===== src/rtl/awbs_pkg.sv =====
package awbs_pkg;

  localparam int MAX_ROWS_DEF  = 512;
  localparam int MAX_COLS_DEF  = 512;
  localparam int FRAC_BITS_DEF = 16;

  localparam int COEF_W = 32;
  localparam int SIZE_W = 10;
  localparam int IDX_W  = 3;

  typedef struct packed {
    logic       op;
    logic [8:0] row;
    logic [8:0] col;
    logic [7:0] pixel;
  } req_t;

  typedef struct packed {
    logic [7:0] value;
    logic       outside;
  } res_t;

  typedef enum logic [IDX_W-1:0] {
    CFG_A00  = 3'd0,
    CFG_A01  = 3'd1,
    CFG_A10  = 3'd2,
    CFG_A11  = 3'd3,
    CFG_OFFX = 3'd4,
    CFG_OFFY = 3'd5,
    CFG_ROWS = 3'd6,
    CFG_COLS = 3'd7
  } cfg_idx_t;

  localparam logic OP_WRITE   = 1'b0;
  localparam logic OP_REQUEST = 1'b1;

  typedef enum logic [3:0] {
    S_IDLE, S_MULX, S_MULY, S_SUMY, S_CHECK, S_RD0, S_RD1, S_RD2, S_RD3,
    S_WAIT, S_BL1, S_BL2, S_DONE
  } state_t;

  typedef struct packed {
    logic       ld;
    logic       wr;
    logic       mul_x;
    logic       mul_y;
    logic       sum_y;
    logic       chk;
    logic       rd_en;
    logic [1:0] rd_sel;
    logic       bl1;
    logic       bl2;
  } cmd_t;

  typedef struct packed {
    logic outside_now;
  } sts_t;

endpackage


===== src/rtl/awbs_ctrl.sv =====
module awbs_ctrl (
  input  logic           clk,
  input  logic           rst,
  input  logic           start,
  input  logic           op,
  input  awbs_pkg::sts_t sts,
  output awbs_pkg::cmd_t cmd,
  output logic           busy,
  output logic           done
);
  import awbs_pkg::*;

  state_t state, state_next;

  always_ff @(posedge clk) begin
    if (rst) begin
      state <= S_IDLE;
    end else begin
      state <= state_next;
    end
  end

  always_comb begin
    state_next = state;
    case (state)
      S_IDLE: begin
        if (start && op == OP_REQUEST) state_next = S_MULX;
      end
      S_MULX:  state_next = S_MULY;
      S_MULY:  state_next = S_SUMY;
      S_SUMY:  state_next = S_CHECK;
      S_CHECK: state_next = sts.outside_now ? S_DONE : S_RD0;
      S_RD0:   state_next = S_RD1;
      S_RD1:   state_next = S_RD2;
      S_RD2:   state_next = S_RD3;
      S_RD3:   state_next = S_WAIT;
      S_WAIT:  state_next = S_BL1;
      S_BL1:   state_next = S_BL2;
      S_BL2:   state_next = S_DONE;
      S_DONE:  state_next = S_IDLE;
      default: state_next = S_IDLE;
    endcase
  end

  always_comb begin
    cmd  = '0;
    busy = 1'b1;
    done = 1'b0;
    case (state)
      S_IDLE: begin
        busy   = 1'b0;
        cmd.ld = start && op == OP_REQUEST;
        cmd.wr = start && op == OP_WRITE;
      end
      S_MULX:  cmd.mul_x = 1'b1;
      S_MULY:  cmd.mul_y = 1'b1;
      S_SUMY:  cmd.sum_y = 1'b1;
      S_CHECK: cmd.chk = 1'b1;
      S_RD0: begin
        cmd.rd_en  = 1'b1;
        cmd.rd_sel = 2'd0;
      end
      S_RD1: begin
        cmd.rd_en  = 1'b1;
        cmd.rd_sel = 2'd1;
      end
      S_RD2: begin
        cmd.rd_en  = 1'b1;
        cmd.rd_sel = 2'd2;
      end
      S_RD3: begin
        cmd.rd_en  = 1'b1;
        cmd.rd_sel = 2'd3;
      end
      S_BL1:  cmd.bl1 = 1'b1;
      S_BL2:  cmd.bl2 = 1'b1;
      S_DONE: done = 1'b1;
      default: ;
    endcase
  end

  a_done_idle: assert property (@(posedge clk) disable iff (rst) done |=> !busy)
    else $error("controller not idle after result");
  a_req_busy: assert property (@(posedge clk) disable iff (rst)
    (start && !busy && op == OP_REQUEST) |=> busy)
    else $error("request did not start work");
  a_wr_free: assert property (@(posedge clk) disable iff (rst)
    (start && !busy && op == OP_WRITE) |=> !busy)
    else $error("pixel write stalled the block");
  a_done_alone: assert property (@(posedge clk) disable iff (rst)
    done |-> !cmd.rd_en && !cmd.ld && !cmd.wr)
    else $error("result cycle overlaps other work");

endmodule


===== config.mk =====
export PLATFORM = sky130hd
export DESIGN_NAME = awbs_ctrl
export DESIGN_NICKNAME = d
export VERILOG_FILES = /design/src/rtl/awbs_pkg.sv /design/src/rtl/awbs_ctrl.sv
export SDC_FILE = /design/constraint.sdc
export NUM_CORES = 1
export LEC_CHECK = 0
export BUFFER_PORTS_ARGS = -buffer_cell sky130_fd_sc_hd__clkbuf_2
export CAP_MARGIN = 20
export CELL_PAD_IN_SITES_DETAIL_PLACEMENT = 1
export CELL_PAD_IN_SITES_GLOBAL_PLACEMENT = 1
export CORE_UTILIZATION = 26
export CTS_CLUSTER_DIAMETER = 30
export DETAILED_ROUTE_END_ITERATION = 12
export PLACE_DENSITY = 0.65
export REMOVE_ABC_BUFFERS = 1
export SYNTH_ARGS = -nofsm -noshare
export SYNTH_HDL_FRONTEND = slang
export SYNTH_SLANG_ARGS = --single-unit

===== constraint.sdc =====
create_clock -name clk -period 1.5 [get_ports clk]
set_input_delay 0.3 -clock clk [delete_from_list [all_inputs] [get_ports clk]]
set_output_delay 0.3 -clock clk [all_outputs]
set_load 0.03 [all_outputs]

==> out/metrics.yaml, run 1 <==
place_worst_setup_slack_ns: 0.00198
layoutNonFillerInstCount: 92
die_width_um: 39.0
global_route.overflow_total: 0
final_hold_slack_ns: 0.300
ff2ff_path_depth: 5
clkTransAtPathRegs_ns: 0.04
die_h_um: 39.0
place.detailed.instances: 77
placementRows: 12
viasPerCell: 5.02
cp_max_stage_cell: "dfxtp_4"
worst_slew_pin_slew_ns: 0.352
timing.critical_path.arrival_ns: 1.39
drt-wirelength-per-cell_um: 15.0
max-slew-margin-rel_pct: 76.5
largest_stage_delay_on_the_critical_path_ns: 0.37
max_slew_violation_count: 0
ir_worst_vdd_uv: 472
cp.required_ns: 1.20
cp_cell_sequence: "nor4_4 -> nand2_1 -> nor2_1 -> clkbuf_8"
gp_routability_congestion: 0.696
cap_violations: 0
timing.critical_path.from_type: "flip-flop"
port_buffers: 17
worstHoldPathType: "in2reg"
via_count_of_the_first_global_routing_pass: 436
depth_of_the_cts_h_tree: 1
min_path_cells: 2
run_status: "finished, violations left"
clock-sinks: 4
synth_area_per_cell_um2: 8.08
synthesized_netlist_cell_count: 44
finalCritPeriodShare_pct: 113
setup-violations-final: 6
yosys_register_bits: 4
leakage_power_of_the_design_nw: 0.350
num_antenna_cells: 0
wirelength_mm: 1.38
synth_seq_area_share_pct: 22.5
fin_nets: 85
synth_warn: 0
grt_use_total_pct: 18.0
post-dp-hpwl_um: 711
first_pass_grt_wire_length_mm: 1.78
ant_nets: 0
die_area_um2: 1520
first_pass_iters: 4
core_area_um2: 1190
clock_tree_from_tritoncts: "yes"
largest_reg_flops: 4
pin_count: 18
violations: "negative setup slack"
netlist_area_um2: 355
final_critical_path_setup_slack_ns: -0.188
areaGrowthSynthToFinish_pct: 123
fin_util_pct: 66.7
detailroute.via_count: 462
initial_core_utilization_pct: 30.0
cts_made_buffers: 3
fillers: 137
top_regs: "state: 4 flops"
final.min_clock_period_ns: 1.69
grt_start_max_net_pins: 11
top_reg_by_flops: "state"
rsz0062_at_grt: "true"
grt_antenna_before_repair: 0
power_density_nw_per_um2: 937
timing_worst_setup_path_type: "reg2out"
cts-root-to-sink-buffers: 2
critPathCaptureType: "output port"
buffer_cell_driving_the_clock_tree_root: "clkbuf_4"
clock-skew-final_ns: 0.0133
finalHoldViolations: 0
overall_power_of_the_completed_layout_mw: 0.741
timing.fmax_ghz: 0.592
detail_route.drc_violations: 0
critical_path_peak_fanout: 6
distinct_cell_type_count_of_the_synthesized_netlist: 24
final_layout_size_suffix_gt1_share_pct: 76.9
detailed_route_iter0_violations: 4
insertion_delay_ns: 0.24
-- cell usage in the layout, fill, tap and decap left out, drive strengths merged, types with 2 or more instances in the layout --
| cell type | synthesis | layout |
|---|---|---|
| a2111oi | 2 | 2 |
| inv | 2 | 2 |
| nor3 | 3 | 3 |
| dfxtp | 4 | 4 |
| clkbuf | 0 | 13 |
| and2b | 2 | 2 |
| nor2 | 6 | 6 |
| nand2 | 5 | 5 |
| o21ai | 2 | 2 |
| nand2b | 3 | 3 |
| buf | 4 | 25 |
-- timing repair --
item | 4_1_cts | 5_1_grt
pin swaps | 2 | 6
resized for setup | 31 | 27
setup endpoints to repair | 13 | 13
buffers inserted | 4 | 8
hold buffers | 0 | 0
-- per-layer routing --
layer	GRT usage (%)	vias to the layer above	share of wire (%)
met5	0	-	0
met4	14.7	0	3.3
met3	6.36	4	3.3
met2	30.4	15	58
met1	17.2	216	35
li1	-	227	-
-- cell usage after synthesis --
library cell	count	area, µm²
a2111oi_2	2	30.0
a221oi_1	1	8.76
a31oi_1	1	6.26
and2b_1	2	15.0
and3_1	1	6.26
buf_2	1	5.00
buf_4	1	7.51
buf_6	2	22.5
dfxtp_1	4	80.1
inv_1	2	7.51
mux2_2	1	11.3
mux2i_1	1	10.0
nand2_1	5	18.8
nand2b_1	3	18.8
nand3_1	1	5.00
nor2_1	5	18.8
nor2_2	1	6.26
nor2b_1	1	6.26
nor3_1	3	15.0
nor3b_1	1	7.51
nor4_4	1	21.3
nor4bb_1	1	10.0
o21a_1	1	7.51
o21ai_0	2	10.0
-- where the power goes --
part | total (mW) | leakage (nW) | internal [mW] | switching (mW)
sequential | 0.146 | 0.0356 | 0.120 | 0.0257
clock | 0.142 | 0.0138 | 0.0901 | 0.0523
combinational | 0.453 | 0.301 | 0.237 | 0.215
-- critical path: cells and delay by family (launching register included) --
family                 cells  cell delay (ns)
and+or+nand+nor            3             0.61
DFF                        1             0.37
buffers and inverters      1             0.19
-- through the flow --
stage	TNS [ns]	instance area, µm²
2_1_floorplan	-1.29	320
3_3_place_gp	0	468
3_5_place_dp	0	468
4_1_cts	-0.276	627
5_1_grt	-0.900	791
6_report	-0.474	791
-- path summary, 6_finish.rpt --
path	start	end	slack (ns)
setup / recovery	state[1]$_SDFFE_PP0P_	cmd[9]	-0.19
hold / removal	rst	state[2]$_SDFFE_PP0P_	0.30
setup reg to reg	state[0]$_SDFFE_PP0P_	state[3]$_SDFFE_PP0P_	0.23
hold reg to reg	state[0]$_SDFFE_PP0P_	state[0]$_SDFFE_PP0P_	0.60
-- area by class of cell --
cell class / count / area, µm² / share of cell area, %
repair buffers: 35 / 333 / 42.1
multi-input cells: 34 / 315 / 39.9
flip-flops and latches: 4 / 95.1 / 12.0
clock buffers: 3 / 22.5 / 2.85
well taps: 14 / 17.5 / 2.22
inverters: 2 / 7.51 / 0.949
-- logic make-up (layout without fill, tap and decap cells) --
family | after synthesis | after routing | synth area share, %
multiplexers | 2 | 2 | 5.99
flip-flops | 4 | 4 | 22.5
buffers and inverters | 6 | 40 | 12.0
AND/OR/NAND/NOR | 25 | 25 | 41.9
AO/OA/AOI/OAI | 7 | 7 | 17.6
No activity file was read; power rests on OpenSTA's default activity.
==> run 2: changes to the inputs <==
SETUP_SLACK_MARGIN = 0.15   (was not set)
==> out/metrics.yaml, run 2 (same netlist as run 1, synthesis figures left out) <==
pin_count: 18  # unchanged
final.min_clock_period_ns: 1.66  # was 1.69 ns
switching_fraction_of_total_power_pct: 39.1  # was 39.6%
placement.cell_area_um2: 468  # unchanged
layoutNonFillerInstCount: 94  # was 92
depth_of_the_cts_h_tree: 1  # unchanged
clkPwrFrac_pct: 17.3  # was 19.2%
place.detailed.instances: 77  # unchanged
final_layout_size_suffix_gt1_share_pct: 78.8  # was 76.9%
viasPerCell: 5.05  # was 5.02
max-slew-margin-rel_pct: 78.8  # was 76.5%
cap_violations: 0  # unchanged
cp.required_ns: 1.20  # about the same
final_common_cell: "buf_4"  # unchanged
top_reg_by_flops: "state"  # unchanged
clkTransAtPathRegs_ns: 0.04  # about the same
die_area_um2: 1520  # unchanged
first_pass_grt_wire_length_mm: 1.89  # was 1.78 mm
detailed_route_iter0_violations: 3  # was 4
insertion_delay_ns: 0.23  # was 0.24 ns
largest_stage_delay_on_the_critical_path_ns: 0.36  # was 0.37 ns
clock_tree_from_tritoncts: "yes"  # unchanged
place_worst_setup_slack_ns: 0.00198  # unchanged
worstPathBufferInverterCount: 1  # unchanged
max_slew_violation_count: 0  # unchanged
first_pass_iters: 2  # was 4
leakage_power_of_the_design_nw: 0.363  # was 0.350 nW
num_antenna_cells: 0  # unchanged
ant_nets: 0  # unchanged
p_int_mw: 0.465  # was 0.448 mW
clock-sinks: 4  # unchanged
finalCritPeriodShare_pct: 111  # was 113%
placementRows: 12  # unchanged
buffer_cell_driving_the_clock_tree_root: "clkbuf_4"  # unchanged
grt_start_max_net_pins: 11  # unchanged
detail_route.drc_violations: 0  # unchanged
power.net_switching_mw: 0.298  # was 0.293 mW
die_width_um: 39.0  # unchanged
timing.critical_path.arrival_ns: 1.36  # was 1.39 ns
fillers: 119  # was 137
final_hold_slack_ns: 0.313  # was 0.300 ns
grt_antenna_before_repair: 0  # unchanged
critPathCaptureType: "output port"  # unchanged
gp_routability_congestion: 0.696  # unchanged
cp_cell_sequence: "nor4_4 -> nand2_1 -> nor2_1 -> clkbuf_8"  # unchanged
mostFrequentLayoutCells: "buf_4 (13), buf_6 (10), clkbuf_8 (6)"  # was buf_4 (17), clkbuf_2 (5), buf_6 (5), clkbuf_8 (5)
violations: "negative setup slack"  # unchanged
detailroute.via_count: 475  # was 462
timing.critical_path.from_type: "flip-flop"  # unchanged
postLayoutCellArea_um2: 860  # was 791 µm²
setup-violations-final: 8  # was 6
rsz0062_at_grt: "true"  # unchanged
port_buffers: 17  # unchanged
cts-root-to-sink-buffers: 2  # unchanged
top_regs: "state: 4 flops"  # unchanged
cpLargestDelayFamily: "simple AND/OR/NAND/NOR gates"  # unchanged
global_route.overflow_total: 0  # unchanged
timing_worst_setup_path_type: "reg2out"  # unchanged
largest_reg_flops: 4  # unchanged
die_h_um: 39.0  # unchanged
grt_use_total_pct: 18.7  # was 18.0%
core_area_um2: 1190  # unchanged
initial_core_utilization_pct: 30.0  # unchanged
areaGrowthSynthToFinish_pct: 142  # was 123%
cts-hold-fix-buffers: 0  # unchanged
timing.fmax_ghz: 0.602  # was 0.592 GHz
finalHoldViolations: 0  # unchanged
worst_slew_pin_slew_ns: 0.317  # was 0.352 ns
pwr-share-seq_pct: 20.1  # was 19.7%
critical_path_peak_fanout: 5  # was 6
ir_worst_vdd_uv: 836  # was 472 µV
final_critical_path_setup_slack_ns: -0.161  # was -0.188 ns
clock-skew-final_ns: 0.00762  # was 0.0133 ns
pwr-share-comb_pct: 62.6  # was 61.1%
fin_nets: 87  # was 85
cts_made_buffers: 3  # unchanged
post-dp-hpwl_um: 711  # unchanged
drt-wirelength-per-cell_um: 16.3  # was 15.0 µm
power_density_nw_per_um2: 888  # was 937 nW/µm²
wirelength_mm: 1.53  # was 1.38 mm
cp_max_stage_cell: "dfxtp_4"  # unchanged
worstHoldPathType: "in2reg"  # unchanged
run_status: "finished, violations left"  # unchanged
via_count_of_the_first_global_routing_pass: 448  # was 436
## run 2: metrics by stage
stage                     TNS [ns]  total power, mW  util [%]
after global routing        -0.968            0.805      72.5
after floorplan              -1.29            0.295         -
after detailed placement         0            0.378      39.5
after global placement           0            0.374      39.5
final                       -0.496            0.764      72.5
after CTS                   -0.308            0.613      57.9
## run 2: power groups by stage
stage | Sequential [mW] | Clock (mW) | Combinational [mW]
3_3_place_gp | 0.155 | 0 | 0.219
6_report | 0.153 | 0.132 | 0.478
5_1_grt | 0.155 | 0.145 | 0.505
4_1_cts | 0.163 | 0.133 | 0.316
2_1_floorplan | 0.152 | 0 | 0.143
3_5_place_dp | 0.156 | 0 | 0.222
## run 2: per-layer routing
| metal | GRT usage (%) | wire length (µm) |
|---|---|---|
| met1 | 19.3 | 574 |
| met2 | 33.3 | 883 |
| met3 | 5.20 | 35 |
| met4 | 10.3 | 41 |
| met5 | 0 | 0 |
## run 2: what timing repair did
action,CTS,global route
resized for setup,44,27
buffers inserted,5,9
pin swaps,4,5
setup endpoints to repair,13,13
## run 2: final timing paths
path,from,slack [ns],depth (start not counted),to
worst max-delay path,state[1]$_SDFFE_PP0P_,-0.16,4,cmd[9]
worst min-delay path,rst,0.31,2,state[2]$_SDFFE_PP0P_
worst max register to register,state[0]$_SDFFE_PP0P_,0.20,5,state[3]$_SDFFE_PP0P_
worst min register to register,state[2]$_SDFFE_PP0P_,0.62,2,state[1]$_SDFFE_PP0P_
## run 2: worst reg2reg max path, cell delays in order (launching register included)
cell	delay [ns]
dfxtp_4	0.38
buf_6	0.14
nor2_4	0.15
buf_4	0.13
nand3_1	0.06
a221oi_1	0.31
## run 2: area by class of cell
type / count / area (µm²) / area share [%]
flip-flops and latches: 4 / 95.1 / 11.1
clock buffers: 3 / 22.5 / 2.62
well taps: 14 / 17.5 / 2.04
multi-input cells: 34 / 339 / 39.4
repair buffers: 37 / 378 / 44.0
inverters: 2 / 7.51 / 0.873
